--- src/sv/incscan_pkg.sv ---
// Package for the include-line scanner: offset width, phase and break codes,
// payload types and small helper functions. No dependencies.
package incscan_pkg;

  localparam int OFFSET_BITS = 16;

  typedef logic [OFFSET_BITS-1:0] offset_t;
  typedef logic [7:0]             byte_t;
  typedef logic [15:0]            field16_t;
  typedef logic [3:0]             phase_t;
  typedef logic [2:0]             kw_index_t;
  typedef logic [1:0]             brk_t;

  localparam offset_t COUNT_MAX = {OFFSET_BITS{1'b1}};

  // Scan phases.
  localparam phase_t PH_LEAD      = 4'd0;
  localparam phase_t PH_HASH_WS   = 4'd1;
  localparam phase_t PH_KEYWORD   = 4'd2;
  localparam phase_t PH_PRE_QUOTE = 4'd3;
  localparam phase_t PH_NAME      = 4'd4;
  localparam phase_t PH_TAIL      = 4'd5;
  localparam phase_t PH_SKIP      = 4'd6;

  // Pending break kinds.
  localparam brk_t BRK_NONE = 2'd0;
  localparam brk_t BRK_CR   = 2'd1;
  localparam brk_t BRK_LF   = 2'd2;

  localparam kw_index_t KW_LEN = 3'd7;

  localparam byte_t CH_CR    = 8'h0D;
  localparam byte_t CH_LF    = 8'h0A;
  localparam byte_t CH_SPACE = 8'h20;
  localparam byte_t CH_TAB   = 8'h09;
  localparam byte_t CH_HASH  = 8'h23;
  localparam byte_t CH_QUOTE = 8'h22;

  // Letters of the keyword "include".
  function automatic byte_t kw_char(input kw_index_t idx);
    byte_t c;
    case (idx)
      3'd0:    c = 8'h69; // i
      3'd1:    c = 8'h6E; // n
      3'd2:    c = 8'h63; // c
      3'd3:    c = 8'h6C; // l
      3'd4:    c = 8'h75; // u
      3'd5:    c = 8'h64; // d
      3'd6:    c = 8'h65; // e
      default: c = 8'h00;
    endcase
    return c;
  endfunction

  function automatic offset_t sat_inc(input offset_t v);
    offset_t r;
    r = (v == COUNT_MAX) ? COUNT_MAX : v + offset_t'(1);
    return r;
  endfunction

  function automatic logic is_blank(input byte_t b);
    return (b == CH_SPACE) || (b == CH_TAB);
  endfunction

  // Low 16 bits of an offset, zero-extended when offsets are narrower.
  function automatic field16_t to_field(input offset_t v);
    logic [OFFSET_BITS+15:0] wide;
    wide = {16'b0, v};
    return wide[15:0];
  endfunction

endpackage

--- src/sv/incscan_in_if.sv ---
// Request channel carrying one text byte or an end mark.
// Depends on incscan_pkg.
interface incscan_in_if;
  logic                  valid;
  logic                  ready;
  incscan_pkg::byte_t    text_byte;
  logic                  end_mark;

  modport source (output valid, output text_byte, output end_mark, input ready);
  modport sink   (input valid, input text_byte, input end_mark, output ready);
endinterface

--- src/sv/incscan_out_if.sv ---
// Result channel carrying one include-line record.
// Depends on incscan_pkg.
interface incscan_out_if;
  logic                  valid;
  logic                  ready;
  incscan_pkg::field16_t line_begin;
  incscan_pkg::field16_t line_finish;
  incscan_pkg::field16_t name_begin;
  incscan_pkg::field16_t name_length;
  incscan_pkg::field16_t following_line;

  modport source (output valid, output line_begin, output line_finish, output name_begin,
                  output name_length, output following_line, input ready);
  modport sink   (input valid, input line_begin, input line_finish, input name_begin,
                  input name_length, input following_line, output ready);
endinterface

--- src/sv/include_directive_scanner_core.sv ---
// Include-line scanner: per-byte state machine with a registered result.
// Depends on incscan_pkg, incscan_in_if and incscan_out_if.
// A record is registered and appears on out_chan in the cycle after the break or end request is accepted.
// Throughput: one request per cycle while in_chan is ready; the per-byte phase update is combinational.
// in_chan is ready whenever the result register is empty or being drained.
// Reset (rst_n low, synchronous) returns the scanner to line start, line 1, offset 0.
module include_directive_scanner_core (
  input  logic           clk,
  input  logic           rst_n,
  incscan_in_if.sink     in_chan,
  incscan_out_if.source  out_chan
);
  import incscan_pkg::*;

  // Scanner state.
  phase_t    phase_r, phase_nxt;
  kw_index_t kw_idx_r, kw_idx_nxt;
  offset_t   pos_r, pos_nxt;
  offset_t   line_r, line_nxt;
  offset_t   line_start_r, line_start_nxt;
  offset_t   name_start_r, name_start_nxt;
  offset_t   name_cnt_r, name_cnt_nxt;
  brk_t      brk_r, brk_nxt;

  // Result register.
  logic      out_valid_r, out_valid_nxt;
  field16_t  line_begin_r, line_finish_r, name_begin_r, name_length_r, following_r;

  logic      in_fire;
  logic      produce;
  offset_t   pos_inc;
  byte_t     b;
  logic      is_break;
  logic      pair;

  // Accept while the result register is free or being taken this cycle.
  assign in_chan.ready = !out_valid_r || out_chan.ready;
  assign in_fire       = in_chan.valid && in_chan.ready;

  assign b        = in_chan.text_byte;
  assign pos_inc  = sat_inc(pos_r);
  assign is_break = (b == CH_CR) || (b == CH_LF);
  assign pair     = ((brk_r == BRK_CR) && (b == CH_LF)) ||
                    ((brk_r == BRK_LF) && (b == CH_CR));

  // A record leaves only from the tail phase, on a break byte or on end of text.
  // A break byte that closes a CR LF / LF CR pair is swallowed first.
  assign produce = in_fire && (phase_r == PH_TAIL) &&
                   (in_chan.end_mark || (is_break && !pair));

  always_comb begin
    phase_nxt      = phase_r;
    kw_idx_nxt     = kw_idx_r;
    pos_nxt        = pos_r;
    line_nxt       = line_r;
    line_start_nxt = line_start_r;
    name_start_nxt = name_start_r;
    name_cnt_nxt   = name_cnt_r;
    brk_nxt        = brk_r;

    if (in_fire) begin
      if (in_chan.end_mark) begin
        // End of text: drop everything back to the reset state.
        phase_nxt      = PH_LEAD;
        kw_idx_nxt     = '0;
        pos_nxt        = '0;
        line_nxt       = offset_t'(1);
        line_start_nxt = '0;
        name_start_nxt = '0;
        name_cnt_nxt   = '0;
        brk_nxt        = BRK_NONE;
      end else begin
        pos_nxt = pos_inc;
        brk_nxt = BRK_NONE;
        if (pair) begin
          // Second half of a two-byte break: just move the line start.
          line_start_nxt = pos_inc;
        end else if (is_break) begin
          line_nxt       = sat_inc(line_r);
          brk_nxt        = (b == CH_CR) ? BRK_CR : BRK_LF;
          phase_nxt      = PH_LEAD;
          kw_idx_nxt     = '0;
          line_start_nxt = pos_inc;
        end else begin
          case (phase_r)
            PH_LEAD: begin
              if (b == CH_HASH) begin
                phase_nxt = PH_HASH_WS;
              end else if (!is_blank(b)) begin
                phase_nxt = PH_SKIP;
              end
            end
            PH_HASH_WS: begin
              if (b == kw_char('0)) begin
                kw_idx_nxt = 3'd1;
                phase_nxt  = PH_KEYWORD;
              end else if (!is_blank(b)) begin
                phase_nxt = PH_SKIP;
              end
            end
            PH_KEYWORD: begin
              if (kw_idx_r < KW_LEN) begin
                if (b == kw_char(kw_idx_r)) begin
                  kw_idx_nxt = kw_idx_r + 3'd1;
                end else begin
                  phase_nxt = PH_SKIP;
                end
              end else begin
                // Keyword complete: at least one blank must follow.
                phase_nxt = is_blank(b) ? PH_PRE_QUOTE : PH_SKIP;
              end
            end
            PH_PRE_QUOTE: begin
              if (b == CH_QUOTE) begin
                name_start_nxt = pos_inc;
                name_cnt_nxt   = '0;
                phase_nxt      = PH_NAME;
              end else if (!is_blank(b)) begin
                phase_nxt = PH_SKIP;
              end
            end
            PH_NAME: begin
              if (b == CH_QUOTE) begin
                phase_nxt = PH_TAIL;
              end else begin
                name_cnt_nxt = sat_inc(name_cnt_r);
              end
            end
            PH_TAIL: begin
              phase_nxt = PH_TAIL;
            end
            default: begin
              phase_nxt = PH_SKIP;
            end
          endcase
        end
      end
    end
  end

  // Hold a result until taken; load a new one when produced.
  always_comb begin
    out_valid_nxt = out_valid_r;
    if (produce) begin
      out_valid_nxt = 1'b1;
    end else if (out_chan.ready) begin
      out_valid_nxt = 1'b0;
    end
  end

  always_ff @(posedge clk) begin
    if (!rst_n) begin
      phase_r      <= PH_LEAD;
      kw_idx_r     <= '0;
      pos_r        <= '0;
      line_r       <= offset_t'(1);
      line_start_r <= '0;
      name_start_r <= '0;
      name_cnt_r   <= '0;
      brk_r        <= BRK_NONE;
      out_valid_r  <= 1'b0;
    end else begin
      phase_r      <= phase_nxt;
      kw_idx_r     <= kw_idx_nxt;
      pos_r        <= pos_nxt;
      line_r       <= line_nxt;
      line_start_r <= line_start_nxt;
      name_start_r <= name_start_nxt;
      name_cnt_r   <= name_cnt_nxt;
      brk_r        <= brk_nxt;
      out_valid_r  <= out_valid_nxt;
    end
  end

  // Payload: line finish is the current offset for both a break and end of text.
  always_ff @(posedge clk) begin
    if (produce) begin
      line_begin_r  <= to_field(line_start_r);
      line_finish_r <= to_field(pos_r);
      name_begin_r  <= to_field(name_start_r);
      name_length_r <= to_field(name_cnt_r);
      following_r   <= to_field(sat_inc(line_r));
    end
  end

  assign out_chan.valid          = out_valid_r;
  assign out_chan.line_begin     = line_begin_r;
  assign out_chan.line_finish    = line_finish_r;
  assign out_chan.name_begin     = name_begin_r;
  assign out_chan.name_length    = name_length_r;
  assign out_chan.following_line = following_r;

  // End of text must leave the scanner at its start state.
  a_end_resets: assert property (@(posedge clk) disable iff (!rst_n)
    (in_fire && in_chan.end_mark) |=>
      (pos_r == '0) && (line_r == offset_t'(1)) && (phase_r == PH_LEAD) && (brk_r == BRK_NONE))
    else $error("scanner state not cleared after end of text");

  // A record must be registered right after it is produced.
  a_produce_shows: assert property (@(posedge clk) disable iff (!rst_n)
    produce |=> out_valid_r)
    else $error("produced record not presented");

  // No record may appear unless the scanner was in the tail phase.
  a_only_from_tail: assert property (@(posedge clk) disable iff (!rst_n)
    (in_fire && (phase_r != PH_TAIL) && !(out_valid_r && !out_chan.ready)) |=> !out_valid_r)
    else $error("record produced outside tail phase");

  // Line start and name length never run ahead of the byte offset.
  a_offsets_bounded: assert property (@(posedge clk) disable iff (!rst_n)
    (line_start_r <= pos_r) && (name_cnt_r <= pos_r))
    else $error("offset beyond byte position");

  // Keyword index is never zero in the keyword phase.
  a_kw_bound: assert property (@(posedge clk) disable iff (!rst_n)
    (phase_r == PH_KEYWORD) |-> (kw_idx_r != '0))
    else $error("keyword phase with empty keyword index");

endmodule

--- src/flat_wrapper.sv ---
// flat-port wrapper written by rule: the top's interface ports become plain ports
module include_directive_scanner_core_flat import incscan_pkg::*;
  (clk, rst_n, in_chan_valid, in_chan_text_byte, in_chan_end_mark, in_chan_ready, out_chan_valid, out_chan_line_begin, out_chan_line_finish, out_chan_name_begin, out_chan_name_length, out_chan_following_line, out_chan_ready);
  incscan_in_if in_chan_i ();
  incscan_out_if out_chan_i ();
  input  logic clk;
  input  logic rst_n;
  input wire logic [$bits(in_chan_i.valid)-1:0] in_chan_valid;
  input wire logic [$bits(in_chan_i.text_byte)-1:0] in_chan_text_byte;
  input wire logic [$bits(in_chan_i.end_mark)-1:0] in_chan_end_mark;
  output wire logic [$bits(in_chan_i.ready)-1:0] in_chan_ready;
  output wire logic [$bits(out_chan_i.valid)-1:0] out_chan_valid;
  output wire logic [$bits(out_chan_i.line_begin)-1:0] out_chan_line_begin;
  output wire logic [$bits(out_chan_i.line_finish)-1:0] out_chan_line_finish;
  output wire logic [$bits(out_chan_i.name_begin)-1:0] out_chan_name_begin;
  output wire logic [$bits(out_chan_i.name_length)-1:0] out_chan_name_length;
  output wire logic [$bits(out_chan_i.following_line)-1:0] out_chan_following_line;
  input wire logic [$bits(out_chan_i.ready)-1:0] out_chan_ready;
  assign in_chan_i.valid = in_chan_valid;
  assign in_chan_i.text_byte = in_chan_text_byte;
  assign in_chan_i.end_mark = in_chan_end_mark;
  assign in_chan_ready = in_chan_i.ready;
  assign out_chan_valid = out_chan_i.valid;
  assign out_chan_line_begin = out_chan_i.line_begin;
  assign out_chan_line_finish = out_chan_i.line_finish;
  assign out_chan_name_begin = out_chan_i.name_begin;
  assign out_chan_name_length = out_chan_i.name_length;
  assign out_chan_following_line = out_chan_i.following_line;
  assign out_chan_i.ready = out_chan_ready;
  include_directive_scanner_core u_core (.clk(clk), .rst_n(rst_n), .in_chan(in_chan_i), .out_chan(out_chan_i));
endmodule
--- config.mk ---
export PLATFORM = sky130hd
export DESIGN_NAME = include_directive_scanner_core_flat
export DESIGN_NICKNAME = d
export VERILOG_FILES = /design/src/sv/incscan_pkg.sv /design/src/sv/incscan_in_if.sv /design/src/sv/incscan_out_if.sv /design/src/sv/include_directive_scanner_core.sv /design/src/flat_wrapper.sv
export SDC_FILE = /design/constraint.sdc
export NUM_CORES = 1
export LEC_CHECK = 0
export BUFFER_PORTS_ARGS = -buffer_cell sky130_fd_sc_hd__buf_2
export CELL_PAD_IN_SITES_DETAIL_PLACEMENT = 1
export CELL_PAD_IN_SITES_GLOBAL_PLACEMENT = 2
export CORE_MARGIN = 5
export CORE_UTILIZATION = 40
export CTS_BUF_LIST = sky130_fd_sc_hd__clkbuf_16
export DETAILED_ROUTE_END_ITERATION = 6
export GPL_ROUTABILITY_DRIVEN = 0
export PLACE_DENSITY = 0.93
export SLEW_MARGIN = 15
export SYNTH_ARGS = -nofsm -noshare
export SYNTH_HDL_FRONTEND = slang
export SYNTH_SLANG_ARGS = --single-unit
--- constraint.sdc ---
create_clock -name clk -period 18 [get_ports clk]
set_clock_uncertainty 0.1 [all_clocks]
set_input_delay 4.5 -clock clk [delete_from_list [all_inputs] [get_ports clk]]
set_output_delay 4.5 -clock clk [all_outputs]
set_load 0.02 [all_outputs]
==> results.py <==
metrics = {
    "outcome": {
        "run_status": "finished, final reports clean",
    },
    "timing": {
        "fin_crit_ps": 9580,
        "unrepaired_setup_endpoints_after_global_routing": "false",
        "worstMarginPinSlew_ps": 1130,
        "final_max_slew_viol_count": 0,
        "fin_hold_ws_ps": 329,
        "setup_tns_ps": 0,
        "post-route-period-util_pct": 53.2,
        "max_freq_ghz": 0.104,
        "finalHoldViolCount": 0,
        "final-setup-viol-count": 0,
        "relSlewSlack_pct": 24.4,
    },
    "global_routing": {
        "globalRouteMet1Util_pct": 22.0,
        "first_global_vias": 6009,
        "grt.met2_usage_pct": 31.8,
        "gr-total-overflow": 0,
        "grt_start_max_net_pins": 63,
        "antenna_found_initial": 0,
        "gr-usage-met3_pct": 4.52,
        "grt_pass1_wl_um": 32000,
        "busiest_layer": "met2",
        "total_routing_resource_utilization_after_global_routing_pct": 18.4,
    },
    "synth": {
        "synthesized_area_fraction_occupied_by_ao_oa_aoi_and_oai_cells_pct": 15.5,
        "seq_area_frac_synth_pct": 57.1,
        "syn_avg_cell_area_um2": 10.4,
        "postSynthRegisterBits": 170,
        "cell_taking_the_most_area_after_synthesis": "edfxtp_1",
        "yosysWarningCount": 0,
        "netlist_top_cells_area": "edfxtp_1 33%, dfxtp_1 24%, a22oi_1 4.1%",
        "ys_dominant_reg_cell": "dfxtp_1",
        "synth_fp_nets": 732,
        "yosys.cell_types.count": 71,
        "yosys.area_share.xor_xnor_pct": 2.26,
        "mappedNetlistArea_um2": 7360,
        "basic_gate_share_of_the_synthesized_area_counting_and_or_nand_and_nor_cells_pct": 19.7,
        "count_of_flip_flops_with_a_built_in_enable_after_synthesis": 80,
        "fraction_of_registers_with_async_set_reset_pct": 0,
        "synth_top_family_by_area": "simple AND/OR/NAND/NOR gates",
        "synthAdderAreaFrac_pct": 1.36,
        "synth_cells": 711,
        "synth_top_cell_area_share_pct": 32.6,
        "synth_mux_area_share_pct": 0.866,
    },
    "critical_path": {
        "worstSetupPathType": "in -> out",
        "setup.worst_path.start_class": "primary input",
        "crit_path_max_fanout": 3,
        "critPathRequiredTime_ps": 13400,
        "critical_path.n_buffers_inverters": 3,
        "regToRegSetupSlack_ps": 14770,
        "critical_path.endpoint_type": "output pin",
        "cp_top_family": "buffers and inverters",
        "critical_path.cell_chain": "buf_2 -> nor2b_1 -> inv_1 -> buf_2",
        "critPathSlowestCell": "buf_2",
        "critPathMaxStageDelay_ps": 160,
        "timing.critical_path.mode_cell": "buf_2",
        "timing.critical_path.arrival_ps": 4980,
    },
    "clock_tree": {
        "postCtsSetupRepairBufs": 0,
        "tritoncts.num_buffers": 17,
        "clk_pin_slew_worst_paths_ps": 60,
        "cts_resized": 0,
        "clock_sink_total": 170,
        "cts_max_path_bufs": 2,
        "tritoncts_clock_tree": "built",
        "clock_insertion_delay_worst_skew_ps": 430,
        "root_buffer": "clkbuf_16",
        "clock_tree.htree_level_count": 4,
        "cts.hold.buffers_added": 0,
    },
    "pwr": {
        "power-per-cell-area_nw_per_um2": 89.3,
        "ir_drop_v": 0.0000677,
        "leakage_uw": 0.00298,
    },
    "placement": {
        "port-buffer-count": 94,
        "placed_cells_incl_taps": 1003,
        "post_dp_cell_area_um2": 8020,
        "post-dp-hpwl_um": 13400,
    },
    "routing": {
        "vias_per_cell": 5.67,
        "drt_pass1_iterations": 5,
        "finalWirelength_um": 19500,
        "detail-route-antenna-nets": 0,
        "drt_first_iter_violations": 356,
        "drt_drc_violations_left": 0,
        "post_drt_wl_per_cell_um": 18.8,
        "routed-via-count": 5868,
    },
    "job": {
        "max_cap_viol_count": 0,
    },
    "cells_and_area": {
        "stdcell_count": 1035,
        "num-nets-final": 814,
        "layout.core_utilization_pct": 47.4,
        "seqCellArea_um2": 4200,
        "synthToLayoutAreaGrowth_pct": 16.0,
        "fillCellCount": 2022,
        "final_cell_area_um2": 8540,
        "layout-drive-gt1-share_pct": 19.5,
        "num_antenna_cells": 0,
        "multiInputGateArea_um2": 2940,
    },
    "hold_path": {
        "hold_class": "reg -> reg",
    },
    "floorplan": {
        "floorplan.core_area_um2": 18000,
        "dieWidth_um": 146,
        "row_count": 49,
        "die_ar_um2": 21200,
        "initial_core_util_pct": 40.9,
        "dieHeight_um": 146,
        "io_pins": 95,
    },
}
sequential cells by signal, summed over array words and instances (netlist names):
register                        flops
u_core.out_chan.line_finish        16
u_core.out_chan.valid               1
u_core.brk_r                        2
u_core.out_chan.name_length        16
u_core.pos_r                       16
u_core.out_chan.following_line     16
u_core.line_start_r                16
u_core.kw_idx_r                     3
u_core.phase_r                      4
u_core.line_r                      16
u_core.out_chan.name_begin         16
u_core.name_cnt_r                  16
u_core.out_chan.line_begin         16
u_core.name_start_r                16
final timing paths:
| path | startpoint | to | cells after the start |
|---|---|---|---|
| setup / recovery | out_chan_ready | in_chan_ready | 4 |
| hold reg to reg | u_core.name_start_r[7]$_SDFFE_PN0P_ | u_core.out_chan.name_begin[7]$_DFFE_PP_ | 0 |
| setup reg to reg | u_core.out_chan.valid$_SDFFE_PN0P_ | u_core.out_chan.name_length[11]$_DFFE_PP_ | 7 |
| hold / removal | u_core.name_start_r[7]$_SDFFE_PN0P_ | u_core.out_chan.name_begin[7]$_DFFE_PP_ | 0 |
worst reg2reg max path: stages, from the launching register on:
cell and delay (ps):
dfxtp_1 310, nor2b_1 140, inv_1 70, and2_1 370, o21ai_2 410, a21o_1 540
nor4_4 340, buf_4 540
synth_stat cells (all sizes together), types with 4 or more instances:
| library cell | number |
|---|---|
| clkbuf | 21 |
| nor2b | 7 |
| dfxtp | 90 |
| a22oi | 40 |
| nand3b | 5 |
| a31oi | 10 |
| nand4 | 7 |
| xor2 | 5 |
| nor4 | 10 |
| buf | 16 |
| ha | 8 |
| or3 | 4 |
| or3b | 4 |
| and3 | 7 |
| nand2 | 64 |
| inv | 18 |
| nor2 | 67 |
| nand2b | 6 |
| o21ai | 52 |
| a21oi | 34 |
| xnor2 | 14 |
| edfxtp | 80 |
| a21o | 6 |
| nand3 | 57 |
| nor3 | 18 |
| a211oi | 4 |
| or2 | 4 |
| or4 | 6 |
layout make-up:
type,instances,share of cell area [%]
Timing Repair Buffer,100,6.03
Sequential cell,170,49.2
Tap cell,229,3.35
Clock inverter,15,1.22
Multi-Input combinational cell,485,34.4
Clock buffer,17,4.98
Inverter,19,0.835
layer usage:
layer  share of wire (%)  routed length, um  vias to the layer above
met4                 2.2                437                        0
met5                   0                  0                        -
met2                  51               9900                      134
li1                    -                  -                     2792
met3                 3.9                761                       36
met1                  43               8360                     2906
cells in the final DEF, fill, tap and decap left out, types with 4 or more instances in the layout:
master	n
buf_4	6
nand3b_1	5
xor2_1	5
a21o_1	6
inv_1	18
nand2_1	64
dfxtp_1	90
nor2_1	65
nand3_1	57
or4_1	5
o21ai_1	23
and3_1	7
o21ai_0	27
buf_2	94
xnor2_1	14
nand2b_1	6
nor2b_1	7
nand4_1	7
clkinv_4	5
edfxtp_1	80
ha_1	8
clkbuf_16	17
nor3_1	16
a31oi_1	10
or3_1	4
clkinv_1	4
nor4_1	6
a22oi_1	40
a21oi_1	34
metrics by stage:
stage	power, uW	setup WS, ps
after floorplan	434	7170
after global placement	442	8440
after detailed placement	444	8400
after CTS	771	8400
after global routing	792	8340
final	763	8420
cell families after synthesis:
group	count (synthesis)
and+or+nand+nor	282
AOI/OAI and AO/OA	170
DFF	170
buffers and inverters	56
xor gates and xnor gates	19
adders and majority gates	8
muxes	6
power breakdown:
part           internal (uW)  switching [uW]  total (uW)
logic                   8.76            22.7        31.5
registers                403            1.88         404
clock network            176             151         328
(Power assumes the default switching activity.)
